### src/rtl/core/sha256_pkg.sv
// Shared types, constants and SHA-256 helper functions for the stream hasher.
package sha256_pkg;

  // Eight 32-bit words, index 0 is word a / H0
  typedef logic [7:0][31:0] hash_t;

  // Sixteen-word block buffer and message schedule window
  typedef logic [15:0][31:0] block_t;

  // Sequencer states
  typedef enum logic [2:0] {
    ST_IDLE,
    ST_LOAD,
    ST_ROUND,
    ST_FIN,
    ST_PAD,
    ST_LEN,
    ST_OUT
  } state_t;

  // Kind of block now being compressed
  typedef enum logic [1:0] {
    BLK_DATA,
    BLK_PAD,
    BLK_LAST
  } blk_t;

  localparam hash_t HASH_IV = {
    32'h5be0cd19, 32'h1f83d9ab, 32'h9b05688c, 32'h510e527f,
    32'ha54ff53a, 32'h3c6ef372, 32'hbb67ae85, 32'h6a09e667
  };

  localparam logic [7:0] PAD_MARK    = 8'h80;
  localparam logic [5:0] LAST_ROUND  = 6'd63;
  localparam logic [5:0] LAST_BYTE   = 6'd63;
  localparam logic [63:0] BYTE_BITS  = 64'd8;

  function automatic logic [31:0] big_sigma0(input logic [31:0] x);
    return {x[1:0], x[31:2]} ^ {x[12:0], x[31:13]} ^ {x[21:0], x[31:22]};
  endfunction

  function automatic logic [31:0] big_sigma1(input logic [31:0] x);
    return {x[5:0], x[31:6]} ^ {x[10:0], x[31:11]} ^ {x[24:0], x[31:25]};
  endfunction

  function automatic logic [31:0] small_sigma0(input logic [31:0] x);
    return {x[6:0], x[31:7]} ^ {x[17:0], x[31:18]} ^ {3'b000, x[31:3]};
  endfunction

  function automatic logic [31:0] small_sigma1(input logic [31:0] x);
    return {x[16:0], x[31:17]} ^ {x[18:0], x[31:19]} ^ {10'd0, x[31:10]};
  endfunction

  // Round constants
  function automatic logic [31:0] round_k(input logic [5:0] t);
    logic [31:0] k;
    unique case (t)
      6'd0:  k = 32'h428a2f98;  6'd1:  k = 32'h71374491;
      6'd2:  k = 32'hb5c0fbcf;  6'd3:  k = 32'he9b5dba5;
      6'd4:  k = 32'h3956c25b;  6'd5:  k = 32'h59f111f1;
      6'd6:  k = 32'h923f82a4;  6'd7:  k = 32'hab1c5ed5;
      6'd8:  k = 32'hd807aa98;  6'd9:  k = 32'h12835b01;
      6'd10: k = 32'h243185be;  6'd11: k = 32'h550c7dc3;
      6'd12: k = 32'h72be5d74;  6'd13: k = 32'h80deb1fe;
      6'd14: k = 32'h9bdc06a7;  6'd15: k = 32'hc19bf174;
      6'd16: k = 32'he49b69c1;  6'd17: k = 32'hefbe4786;
      6'd18: k = 32'h0fc19dc6;  6'd19: k = 32'h240ca1cc;
      6'd20: k = 32'h2de92c6f;  6'd21: k = 32'h4a7484aa;
      6'd22: k = 32'h5cb0a9dc;  6'd23: k = 32'h76f988da;
      6'd24: k = 32'h983e5152;  6'd25: k = 32'ha831c66d;
      6'd26: k = 32'hb00327c8;  6'd27: k = 32'hbf597fc7;
      6'd28: k = 32'hc6e00bf3;  6'd29: k = 32'hd5a79147;
      6'd30: k = 32'h06ca6351;  6'd31: k = 32'h14292967;
      6'd32: k = 32'h27b70a85;  6'd33: k = 32'h2e1b2138;
      6'd34: k = 32'h4d2c6dfc;  6'd35: k = 32'h53380d13;
      6'd36: k = 32'h650a7354;  6'd37: k = 32'h766a0abb;
      6'd38: k = 32'h81c2c92e;  6'd39: k = 32'h92722c85;
      6'd40: k = 32'ha2bfe8a1;  6'd41: k = 32'ha81a664b;
      6'd42: k = 32'hc24b8b70;  6'd43: k = 32'hc76c51a3;
      6'd44: k = 32'hd192e819;  6'd45: k = 32'hd6990624;
      6'd46: k = 32'hf40e3585;  6'd47: k = 32'h106aa070;
      6'd48: k = 32'h19a4c116;  6'd49: k = 32'h1e376c08;
      6'd50: k = 32'h2748774c;  6'd51: k = 32'h34b0bcb5;
      6'd52: k = 32'h391c0cb3;  6'd53: k = 32'h4ed8aa4a;
      6'd54: k = 32'h5b9cca4f;  6'd55: k = 32'h682e6ff3;
      6'd56: k = 32'h748f82ee;  6'd57: k = 32'h78a5636f;
      6'd58: k = 32'h84c87814;  6'd59: k = 32'h8cc70208;
      6'd60: k = 32'h90befffa;  6'd61: k = 32'ha4506ceb;
      6'd62: k = 32'hbef9a3f7;  6'd63: k = 32'hc67178f2;
      default: k = 32'h0;
    endcase
    return k;
  endfunction

endpackage

### src/rtl/core/sha256_round.sv
// One SHA-256 compression round, shared across all 64 rounds of a block.
module sha256_round
  import sha256_pkg::*;
(
  input  hash_t       v_in,
  input  logic [31:0] w,
  input  logic [31:0] k,
  output hash_t       v_out
);

  logic [31:0] e;
  logic [31:0] a;
  logic [31:0] ch;
  logic [31:0] maj;
  logic [31:0] t1;
  logic [31:0] t2;

  // Form the two temporaries
  always_comb begin
    a   = v_in[0];
    e   = v_in[4];
    ch  = (e & v_in[5]) ^ (~e & v_in[6]);
    maj = (a & v_in[1]) ^ (a & v_in[2]) ^ (v_in[1] & v_in[2]);
    t1  = v_in[7] + big_sigma1(e) + ch + k + w;
    t2  = big_sigma0(a) + maj;
  end

  // Rotate the working words
  always_comb begin
    v_out[0] = t1 + t2;
    v_out[1] = v_in[0];
    v_out[2] = v_in[1];
    v_out[3] = v_in[2];
    v_out[4] = v_in[3] + t1;
    v_out[5] = v_in[4];
    v_out[6] = v_in[5];
    v_out[7] = v_in[6];
  end

endmodule

### src/rtl/core/sha256_stream_hasher_core.sv
// Top level of the byte-stream SHA-256 hasher: sequencer, block buffer and hash state.
//
//  channel | direction | handshake                 | payload
//  --------+-----------+---------------------------+-----------------------------------------
//  item    | in        | item_valid / item_stall   | data_byte, byte_present, end_of_message
//  digest  | out       | digest_valid / digest_stall | digest_word0 .. digest_word3
//
// A byte that does not complete a block leaves the sequencer idle. A completed block
// loads the working words, runs 64 rounds through the single round unit and folds them
// into the hash. An end marker adds one compressed padded block, or a padded and a
// length-only block when the length does not fit, then holds the digest.
// Reset (rst, synchronous) restores the initial hash value; the block buffer is not
// cleared. item_stall is high until the block is free; digest_stall holds the digest.
module sha256_stream_hasher_core
  import sha256_pkg::*;
(
  input  logic        clk,
  input  logic        rst,
  input  logic        item_valid,
  output logic        item_stall,
  input  logic [7:0]  data_byte,
  input  logic        byte_present,
  input  logic        end_of_message,
  output logic        digest_valid,
  input  logic        digest_stall,
  output logic [63:0] digest_word0,
  output logic [63:0] digest_word1,
  output logic [63:0] digest_word2,
  output logic [63:0] digest_word3
);

  state_t      state;
  state_t      state_next;
  blk_t        blk;
  logic        end_pend;
  logic [5:0]  fill;
  logic [5:0]  round;
  logic [63:0] bit_count;
  hash_t       hash;
  hash_t       work;
  hash_t       work_next;
  block_t      sched;
  block_t      pad_blk;
  block_t      len_blk;
  logic [31:0] sched_new;
  logic        item_take;
  logic        pad_split;

  // Shared round unit
  sha256_round u_round (
    .v_in  (work),
    .w     (sched[0]),
    .k     (round_k(round)),
    .v_out (work_next)
  );

  assign item_take = item_valid && !item_stall;
  assign pad_split = (fill[5:3] == 3'b111);

  // Next schedule word from the rolling window
  assign sched_new = small_sigma1(sched[14]) + sched[9] + small_sigma0(sched[1]) + sched[0];

  // Build the padded block: keep earlier bytes, mark, zero fill, length if it fits
  always_comb begin
    logic [5:0] pos;
    pos = 6'd0;
    pad_blk = sched;
    for (int i = 0; i < 16; i++) begin
      for (int j = 0; j < 4; j++) begin
        pos = 6'(i * 4 + j);
        if (pos == fill) begin
          pad_blk[i][8*(3-j) +: 8] = PAD_MARK;
        end else if (pos > fill) begin
          pad_blk[i][8*(3-j) +: 8] = 8'h00;
        end
      end
    end
    if (!pad_split) begin
      pad_blk[14] = bit_count[63:32];
      pad_blk[15] = bit_count[31:0];
    end
  end

  // Length-only block after a split pad
  always_comb begin
    len_blk     = '0;
    len_blk[14] = bit_count[63:32];
    len_blk[15] = bit_count[31:0];
  end

  // Next state
  always_comb begin
    state_next = state;
    unique case (state)
      ST_IDLE: begin
        if (item_take) begin
          if (byte_present && fill == LAST_BYTE) begin
            state_next = ST_LOAD;
          end else if (end_of_message) begin
            state_next = ST_PAD;
          end
        end
      end
      ST_LOAD:  state_next = ST_ROUND;
      ST_ROUND: begin
        if (round == LAST_ROUND) begin
          state_next = ST_FIN;
        end
      end
      ST_FIN: begin
        unique case (blk)
          BLK_DATA: state_next = end_pend ? ST_PAD : ST_IDLE;
          BLK_PAD:  state_next = ST_LEN;
          BLK_LAST: state_next = ST_OUT;
          default:  state_next = ST_IDLE;
        endcase
      end
      ST_PAD:   state_next = ST_LOAD;
      ST_LEN:   state_next = ST_LOAD;
      ST_OUT: begin
        if (!digest_stall) begin
          state_next = ST_IDLE;
        end
      end
      default:  state_next = ST_IDLE;
    endcase
  end

  // Handshake outputs
  always_comb begin
    item_stall   = (state != ST_IDLE);
    digest_valid = (state == ST_OUT);
  end

  // Advance state
  always_ff @(posedge clk) begin
    if (rst) begin
      state <= ST_IDLE;
    end else begin
      state <= state_next;
    end
  end

  // Control registers: fill, length, block kind, pending end, round counter, hash
  always_ff @(posedge clk) begin
    if (rst) begin
      fill      <= '0;
      bit_count <= '0;
      blk       <= BLK_DATA;
      end_pend  <= 1'b0;
      round     <= '0;
      hash      <= HASH_IV;
    end else begin
      unique case (state)
        ST_IDLE: begin
          if (item_take && byte_present) begin
            fill      <= fill + 6'd1;
            bit_count <= bit_count + BYTE_BITS;
            blk       <= BLK_DATA;
            end_pend  <= end_of_message;
          end
        end
        ST_LOAD:  round <= '0;
        ST_ROUND: round <= round + 6'd1;
        ST_FIN: begin
          for (int i = 0; i < 8; i++) begin
            hash[i] <= hash[i] + work[i];
          end
          end_pend <= 1'b0;
        end
        ST_PAD:   blk <= pad_split ? BLK_PAD : BLK_LAST;
        ST_LEN:   blk <= BLK_LAST;
        ST_OUT: begin
          if (!digest_stall) begin
            hash      <= HASH_IV;
            bit_count <= '0;
            fill      <= '0;
          end
        end
        default: ;
      endcase
    end
  end

  // Block buffer and schedule window, working words
  always_ff @(posedge clk) begin
    unique case (state)
      ST_IDLE: begin
        if (item_take && byte_present) begin
          sched[fill[5:2]][{~fill[1:0], 3'b000} +: 8] <= data_byte;
        end
      end
      ST_LOAD:  work <= hash;
      ST_ROUND: begin
        work  <= work_next;
        sched <= {sched_new, sched[15:1]};
      end
      ST_PAD:   sched <= pad_blk;
      ST_LEN:   sched <= len_blk;
      default: ;
    endcase
  end

  // Digest straight from the hash words
  assign digest_word0 = {hash[0], hash[1]};
  assign digest_word1 = {hash[2], hash[3]};
  assign digest_word2 = {hash[4], hash[5]};
  assign digest_word3 = {hash[6], hash[7]};

endmodule

### config.mk
export PLATFORM = sky130hd
export DESIGN_NAME = sha256_stream_hasher_core
export DESIGN_NICKNAME = d
export VERILOG_FILES = /design/src/rtl/core/sha256_pkg.sv /design/src/rtl/core/sha256_round.sv /design/src/rtl/core/sha256_stream_hasher_core.sv
export SDC_FILE = /design/constraint.sdc
export NUM_CORES = 2
export LEC_CHECK = 0
export BUFFER_PORTS_ARGS = -buffer_cell sky130_fd_sc_hd__buf_2
export CAP_MARGIN = 25
export CORE_ASPECT_RATIO = 0.5
export CORE_MARGIN = 5
export CORE_UTILIZATION = 50
export CTS_CLUSTER_SIZE = 28
export DETAILED_ROUTE_END_ITERATION = 12
export PLACE_DENSITY = 0.67
export SLEW_MARGIN = 20
export SYNTH_ARGS = -nofsm -noshare
export SYNTH_HDL_FRONTEND = slang
export SYNTH_SLANG_ARGS = --single-unit
### constraint.sdc
create_clock -name clk -period 23.7 [get_ports clk]
set_clock_uncertainty 0.2 [all_clocks]
set_input_delay 4.74 -clock clk [delete_from_list [all_inputs] [get_ports clk]]
set_output_delay 4.74 -clock clk [all_outputs]
set_load 0.01 [all_outputs]
# [Yosys cells after proc, flatten, opt, wreduce, memory -nomap -nowiden]
# Memories as Yosys holds them, arrays and structs flattened. A register that Yosys moved wholly into a read port is not among the register bits.
# Cells that the tools add are included.
[totals] n_memories=1 inputBits=14 mem_bits_rw=0 latchBits=0 reg_bits=1106 output_inout_bits=258 mem_bits_ro=2048 elab_cells=582
[memory_table] memory="(name not given)" depth=64 width=32 read_ports=1 rd_clocked_by_memory_dff=1 wr=0 line="sha256_pkg.sv:57" rtl="unique case (t)"
[op_classes] shifts=2 reduce_logical=85 div_mod_pow=0 mul=0 mux=159 n_bitwise=18 magnitude_cmp=66 n_addsub=22 n_eq_ne=143
[ops] cell="$pmux W512 S4" count=1
[ops] cell="$mux W8" count=128
[ops] cell="$pmux W256 S2" count=2
[ops] cell="$add A32 B32 Y32" count=18
[ops] cell="$bwmux W512" count=1
[ops] cell="$mux W512" count=1
[ops] cell="$xor A32 B32 Y32" count=9
[ops] cell="$mux W256" count=1
[ops] cell="$reduce_and A3 Y1" count=65
[ops] cell="$eq A6 B6 Y1 const A" count=32
[ops] cell="$gt A6 B6 Y1 const A" count=32
[ops] cell="$mux W64" count=3
[ops] cell="$ne A3 B3 Y1 const B" count=57
[ops] cell="$and A32 B32 Y32" count=5
[ops] cell="$demux W32 S4" count=1
[ops] cell="$pmux W64 S2" count=1
[ops] cell="$eq A5 B6 Y1 const A" count=16
[ops] cell="$gt A5 B6 Y1 const A" count=16
[ops] cell="$add A64 B4 Y64 const B" count=1
[ops] cell="$eq A4 B6 Y1 const A" count=8
[ops] cell="$gt A4 B6 Y1 const A" count=8
[ops] cell="$mux W32" count=1
[ops] cell="$ne A4 B4 Y1 const B" count=8
[ops] cell="$not A32 Y32" count=1
[ops] cell="42 further kinds" count=79

# [Longest topological paths before layout]
[logic_depth] ltp_word=8 mapped_depth=32 ltp_nobuf=31

# [By module]
# A second synthesis with hierarchy kept.
[unflattened] hier_cells=8578 hier_area_um2=76353.2
[modules_own_cells] mod="sha256_stream_hasher_core" instances=1 cells_per_inst=7235 seq_area_each_um2=30409.2 area_each_um2=65332.7
[modules_own_cells] mod="sha256_round" instances=1 cells_per_inst=1343 seq_area_each_um2=0.0 area_each_um2=11020.6

# [Worst setup path after synthesis]
# No wires, ideal clock.
[synth_path] kind="reg2reg" startpoint="register state[0]" endpoint="register u_round.k[7] (netlist name)" path_stages_with_launch=15 period_less_slack_ps=8298 path_slack_ps=15402 t_arrival_ps=7967 cell_sequence="dfxtp_1 buf_2 xor2_1 nand2b_1 inv_1 a211o_1 clkbuf_1 ha_1 clkbuf_1 clkbuf_1 a21oi_1 o22ai_1 nand2_1 o221ai_1 o21ai_0"
[synth_via] elab_chain_cells=4 word_cells_on_any_way=6
[synth_rtl] element="start: declaration" line="sha256_stream_hasher_core.sv:32" rtl="state_t state;"
[synth_rtl] element="start signal: assignment" line="sha256_stream_hasher_core.sv:140" rtl="state <= state_next;"
[synth_rtl] element="$eq A3 B2 Y1 / $eq A3 B1 Y1 (equally long branches)" line="sha256_stream_hasher_core.sv:154" rtl="unique case (state)"
[synth_rtl] element="$pmux W6 S2 / $reduce_bool A2 Y1 (equally long branches)"
[synth_rtl] element="$mux W6 (no source line) * (2 in a row)"
# Every way passes the cells marked *; elsewhere a longest branch is shown, timed or not.
# A chain may end at the register's enable or synchronous reset.

# [Worst setup path in the final report]
[layout_path] startpoint="input rst" endpoint="register u_round.k[24] (netlist name)"
[layout_via] elab_chain_cells=1
[layout_rtl] element="start: declaration" line="sha256_stream_hasher_core.sv:18" rtl="input logic rst,"
[layout_rtl] element="$mux W6 (no source line)"
# No other way between the ends.

==> results.yml <==
clock_tree:
  cts_root_buf: "clkbuf_16"
  htree_num_levels: 3
  cts.sink_count: 1135
  clockBufferDepth: 3
  clk_pin_slew_ps: 80
  clk_latency_ps: 750
  cts_resized: 0
  cts_tree: "done"
  cts_hold_buffers: 0
  cts_setup_buffers: 0
  cts_made_buffers: 107
timing:
  hold_violations: 0
  tns_ps: 0
  worst_pin_slew_ps: 1160
  min_period_ps: 8460
  drv_slew: 0
  setup-violations-final: 0
  rsz0062_at_grt: "no"
  finalCritPeriodShare_pct: 35.7
  fmax_mhz: 118
  slew_headroom_pct: 22.8
placement:
  portBuffers: 271
  dp_hpwl_um: 202000
  routabilityCongestion: 1.05
route:
  drt_iter0_markers: 9185
  routed_wl_um: 278000
  first_pass_iters: 8
  ant_nets: 0
  viasPerCell: 6.25
  num_vias: 64040
  wl_per_cell_um: 27.1
  detail_route.drc_violations: 0
die:
  dieWidth_um: 552
  initial_core_util_pct: 50.4
  fp.dieH_um: 281
  die_area_um2: 155000
  num_rows: 99
  core_um2: 146000
  io_pins: 272
worst_hold_path:
  hp-class: "register to register"
run:
  maxCapViolCount: 0
synthesis:
  synth_edf_count: 768
  synthesis.nets: 8718
  synth.largest_area_cell: "edfxtp_1"
  yosys_warnings: 0
  synth_top_area_share_pct: 31.4
  synth.avg_cell_area_um2: 9.07
  synth_most_common_cell: "nand2_1"
  syn_inst: 8109
  synth_seq_area_share_pct: 41.4
  synth-seq-cells: 1135
  synth_commonest_cells: "nand2_1, o21ai_0, edfxtp_1, nor2_1, a21oi_1"
  syn_area_um2: 73500
  ys_types: 113
  synth_flop_cell: "edfxtp_1"
  synthArstFlopShare_pct: 0
  synthTopCellsByArea: "edfxtp_1, dfxtp_1, nand2_1"
cells_and_area:
  areaGrowthSynthToFinish_pct: 9.45
  fin_util_pct: 55.2
  drive_above_1_share_pct: 8.16
  fillers: 13278
  nNetsFinal: 8779
setup_path:
  cp-start-kind: "primary input"
  cp.arrival_ps: 8920
  crit_type: "primary input to register"
  critPathCaptureType: "register"
  crit_required_ps: 24160
  critPathMaxFanout: 66
run_status:
  status: "complete, no violations"
global_routing:
  grt_max_degree: 186
  grt_pass1_vias: 58745
  grt-ovfl-total: 0
  antenna_found_initial: 8
  grtUsageTotal_pct: 34.4
  grt_pass1_wl_um: 401000
==> per-stage QoR <==
step                worst slack [ps]  area [µm²]  hold slack (ps)  cells
floorplan                      15400       73500              266   8109
global placement               14760       76700              277  10024
detailed placement             14720       76800              287  10030
CTS                            15500       80500              294  10233
global route                   15030       80500              333  10234
finish                         15240       80500              302  10241
==> path summary, 6_finish.rpt <==
check / startpoint / to / slack, ps / depth (start not counted)
worst max-delay path: rst / u_round.k[24] / 15240 / 9
worst min-delay path: digest_word3[31] / digest_word3[31] / 300 / 1
worst max register to register: work[135] / work[30] / 15450 / 25
worst min register to register: digest_word3[31] / digest_word3[31] / 300 / 1
==> area by class of cell <==
class                           count  area, µm²  share of cell area [%]
Antenna cell                        8       20.0                  0.0249
Sequential cell                  1135      30400                    37.8
Clock buffer                      138       2930                    3.64
Inverter                          400       1510                    1.88
Timing Repair Buffer              389       2240                    2.79
Tap cell                         1969       2460                    3.06
Multi-Input combinational cell   6137      40100                    49.9
Clock inverter                     65        772                   0.959
==> per-layer routing <==
layer  up-vias  track usage [%]  wire [µm]
li1      28775                -          -
met1     30919             45.8     109000
met2      3594             53.4     122000
met3       744             8.90      31400
met4         8             14.9      14900
met5         -                0         54
==> sequential cells by signal (all words and copies together) (netlist names) <==
name          flops
bit_count        61
blk               2
digest_word0     64
digest_word1     64
digest_word2     64
digest_word3     64
end_pend          1
fill              6
round             6
sched           512
state             3
u_round.k        32
work            256
==> layout by cell type (no fill, tap or decap), types with 42 or more instances in the layout <==
master        n
nor2b_1      54
edfxtp_1    768
inv_1       393
nand2_1    1569
buf_2       276
a31oi_1      60
a21o_1      166
ha_1        400
fa_1        195
a21oi_1     446
and3_1       54
o21bai_1     42
a22oi_1     115
nand2b_1     58
xnor2_1     402
o21a_1       51
buf_4       112
o21ai_0     784
clkbuf_16   109
xor2_1      210
nand3_1     148
o22ai_1     127
nor2_1      490
dfxtp_1     367
nor3_1       84
a211oi_1     55
==> kinds of logic after synthesis <==
| kind of cell | Yosys count | share of synthesized area, % |
|---|---|---|
| and+or+nand+nor | 2654 | 15.3 |
| AOI/OAI and AO/OA | 2205 | 18.6 |
| DFF | 1135 | 41.4 |
| buffers and inverters | 837 | 4.31 |
| adders and majority gates | 625 | 12.5 |
| xor gates and xnor gates | 612 | 7.29 |
| muxes | 41 | 0.577 |
==> critical path, stage by stage <==
cell	delay, ps
buf_4	130
inv_4	670
nand2_1	720
inv_1	580
ha_1	910
nor2_1	210
o311ai_0	630
nand3_1	140
o21ai_0	120
Power is not shown: default switching activity piles up to over one toggle a cycle in this logic, so the estimate is an artifact.
